===== config.mk =====
export PLATFORM = sky130hd
export DESIGN_NAME = fdb4_ram
export DESIGN_NICKNAME = d
export VERILOG_FILES = /design/src/sv/fdb4_ram.sv
export SDC_FILE = /design/constraint.sdc
export NUM_CORES = 2
export LEC_CHECK = 0
export ABC_AREA = 0
export BUFFER_PORTS_ARGS = -buffer_cell sky130_fd_sc_hd__buf_2
export CAP_MARGIN = 5
export CORE_MARGIN = 3
export CORE_UTILIZATION = 40
export CTS_CLUSTER_DIAMETER = 80
export CTS_CLUSTER_SIZE = 28
export DETAILED_ROUTE_END_ITERATION = 10
export SYNTH_ARGS = -nofsm -noshare
export SYNTH_HDL_FRONTEND = slang
export SYNTH_SLANG_ARGS = --single-unit

===== constraint.sdc =====
create_clock -name i_clk -period 3.57 [get_ports i_clk]
set_input_delay 0.714 -clock i_clk [delete_from_list [all_inputs] [get_ports i_clk]]
set_output_delay 0.714 -clock i_clk [all_outputs]
set_load 0.05 [all_outputs]

===== src/sv/fdb4_ram.sv =====
// ----------------------------------------------------------------------------
// fdb4_ram
// Generic simple dual-port RAM, one write port, one read port, registered read.
// ----------------------------------------------------------------------------
module fdb4_ram #(
    parameter int WIDTH = 16,
    parameter int DEPTH = 256
) (
    input  logic                     i_clk,
    input  logic                     i_we,
    input  logic [$clog2(DEPTH)-1:0] i_waddr,
    input  logic [WIDTH-1:0]         i_wdata,
    input  logic [$clog2(DEPTH)-1:0] i_raddr,
    output logic [WIDTH-1:0]         o_rdata
);

    logic [WIDTH-1:0] mem [DEPTH];
    logic [WIDTH-1:0] r_rdata;

    always_ff @(posedge i_clk) begin
        if (i_we) begin
            mem[i_waddr] <= i_wdata;
        end
        r_rdata <= mem[i_raddr];
    end

    assign o_rdata = r_rdata;

endmodule


==> results.md <==
* Global Route Usage Sum at 0.205
* Largest delay contributor family on the critical path: buffers and inverters
* Fin crit period at 3.09 ns
* Post-Synthesis Mean Instance Area at 21.6 um^2
* DR WL/cell at 31.8 um
* Max Clk Rate at 0.323 GHz
* Detail Placement HPWL at 270 mm
* Initial antenna violation count at 34
* Clock root buffer: clkbuf_16
* Nets at 8043
* RSZ-0062 raised after global routing: no
* Cell Pwr Density at 474 nW/um^2
* EDFF count, synth at 4096
* Metal3 WL at 36.5 mm
* Core box area at 394000 um^2
* DIE AREA at 404000 um^2
* Post-CTS Hold Buffers at 0
* Mapped Area at 159000 um^2
* Slew of the pin with the lowest slew margin at 1.20 ns
* Deepest clock path buffer count at 4
* Maximum VDD drop at 0.377 mV
* Pwr Total at 83.9 mW
* Num CTS Buffers at 183
* Syn_nets at 7394
* Startpoint types: primary input
* Initial core utilization at 0.403
* Endpoints failing setup at 0
* Post-synthesis sequential area ratio at 0.777
* Async S/R FF share, synth at 0
* Synth top area share at 0.775
* Yosys warns at 0
* Worst-path clk slew at 0.10 ns
* Die span in x at 636 um
* Post-synth top area cell: edfxtp_1
* CP arrival at 3.91 ns
* Met2 WL at 198 mm
* Design Area, Final at 177000 um^2
* First-pass GRT wire length at 597 mm
* Vias per inst at 5.89
* Max layer used: met5
* Period utilization at 0.866
* Area Growth Syn to Fin at 11.5%
* Starting DRT DRC Count at 10800
* Final Wtd Congestion at 0.903
* Pre-antenna DRT Iters at 6
* Io pins at 50
* Largest net degree at the start of global routing at 125
* Area after DPL at 172000 um^2
* CP max stage cell: nor3_1
* DRC Markers at 0
* Crit path kind: primary input to flip-flop
* DRT antenna net count at 0
* Post-synthesis register bit count at 4112
* Vias in the first global route at 77200
* CP peak stage delay at 0.60 ns
* TritonCTS clock tree: yes
* Worst min path class: primary input to flip-flop
* Largest fanout on the critical path at 30
* Met1 Wirelength at 172 mm
* # rows at 230
* Post-cts resize count at 0
* Post-synthesis cell type count at 52
* Clk_lat worst skew at 0.94 ns
* Fillers at 32900
* Hold Fails Final Rpt at 0
* Synth area leaders: edfxtp_1 (77%), mux4_2 (11%), mux2i_1 (3.6%), o221ai_1 (1.4%), nor2_1 (0.72%)
* # clock sinks at 4112
* Clock Skew at 0.0740 ns
* CP bufs+invs at 5
* Post-CTS setup buffers at 0
* Die Span Y at 636 um
* Status: finished clean
* Grt total ovfl at 0
* Most used cell, CP: buf_12
* CP endpoint kind: flip-flop
* Final Util at 0.450
* Slew HR at 0.200
* IO Port Bufs at 49
* Max Cap Violations at 0
* WL final at 423 mm
* Leakage at 55.4 nW
* Post-Synthesis Cells at 7360
* Top FF cell, synth: edfxtp_1
* Vias at 78500
* Final slew viol count at 0
* Share of layout cells above drive strength 1 at 0.267
* CTS H-tree depth at 4
* Worst Path Required at 4.38 ns
* Crit-path cells: buf_12 -> buf_12 -> buf_12 -> buf_12 -> mux2i_1 -> o221ai_1 -> a21oi_1 -> nor3_1 -> o32ai_1 -> buf_4 -> nor4_1
## stage by stage
step	hold slack [ns]	instances	setup WS [ns]	TNS, ns
after CTS	0.0417	13300	0.537	0
after floorplan	0.813	7360	0.691	0
after global placement	1.03	13000	-0.626	-2.64
after global routing	0.0741	13300	0.387	0
final	0.122	13300	0.478	0
after detailed placement	1.05	13000	-0.462	-2.46
## Yosys cell counts, types with 35 or more instances
master    count
a21oi_1     175
a22oi_1      43
buf_2        76
buf_6        77
clkbuf_1    230
edfxtp_1   4096
mux2_2       88
mux2i_1     565
mux4_2      797
nand2_1      38
nand3_1      35
nor2_1      304
nor3_1       92
o21ai_0      37
o221ai_1    252
o22ai_1     148
## power by group
part           switching [mW]  leakage, nW  internal, mW
logic                    3.57         15.8          2.04
registers               0.102         36.9          53.1
clock network            14.9         2.64          10.2
## cell families after synthesis
group,after synthesis,synth area share
multiplexers,1450,0.155
AO/OA/AOI/OAI,786,0.0354
AND/OR/NAND/NOR,556,0.0157
buffers and inverters,456,0.0169
flip-flops,4112,0.777
## worst paths after layout
check              start     endpoint  slack, ns  cells after the start
max           i_raddr[0]   o_rdata[9]       0.48                     11
min           i_wdata[1]  mem[230][1]       0.12                      1
max reg2reg  mem[63][15]  o_rdata[15]       0.74                      6
min reg2reg  mem[202][8]   o_rdata[8]       1.05                      6
## placed cells by master (no fill, tap or decap), types with 37 or more instances in the layout
| cell type | instances |
|---|---|
| nor2_2 | 90 |
| nor2_1 | 213 |
| o221ai_1 | 252 |
| buf_12 | 133 |
| a21oi_1 | 175 |
| o22ai_1 | 148 |
| nor3_1 | 90 |
| buf_4 | 736 |
| edfxtp_1 | 4096 |
| o21ai_0 | 37 |
| mux2i_1 | 565 |
| mux2_2 | 88 |
| clkbuf_16 | 183 |
| nand2_1 | 38 |
| a22oi_1 | 43 |
| mux4_2 | 797 |
## per-layer routing
metal,global-route usage,vias to the layer above
li1,-,32300
met1,0.293,42100
met2,0.323,3535
met3,0.0326,560
met4,0.0693,10
met5,0,-
## sequential cells by signal, summed over array words and instances (netlist names)
register / cells
mem: 4096
o_rdata: 16
## cell type report
class                           instances  area, um^2  share of cell area
Sequential cell                      4112      123000               0.697
Multi-Input combinational cell       2792       33000               0.187
Timing Repair Buffer                  916        8610              0.0486
Tap cell                             5220        6530              0.0369
Clock buffer                          212        4720              0.0267
Clock inverter                         58         766             0.00433
Antenna cell                           15        37.5            0.000212
Inverter                                4        27.5            0.000155
Power figures use the tool's default switching activity.
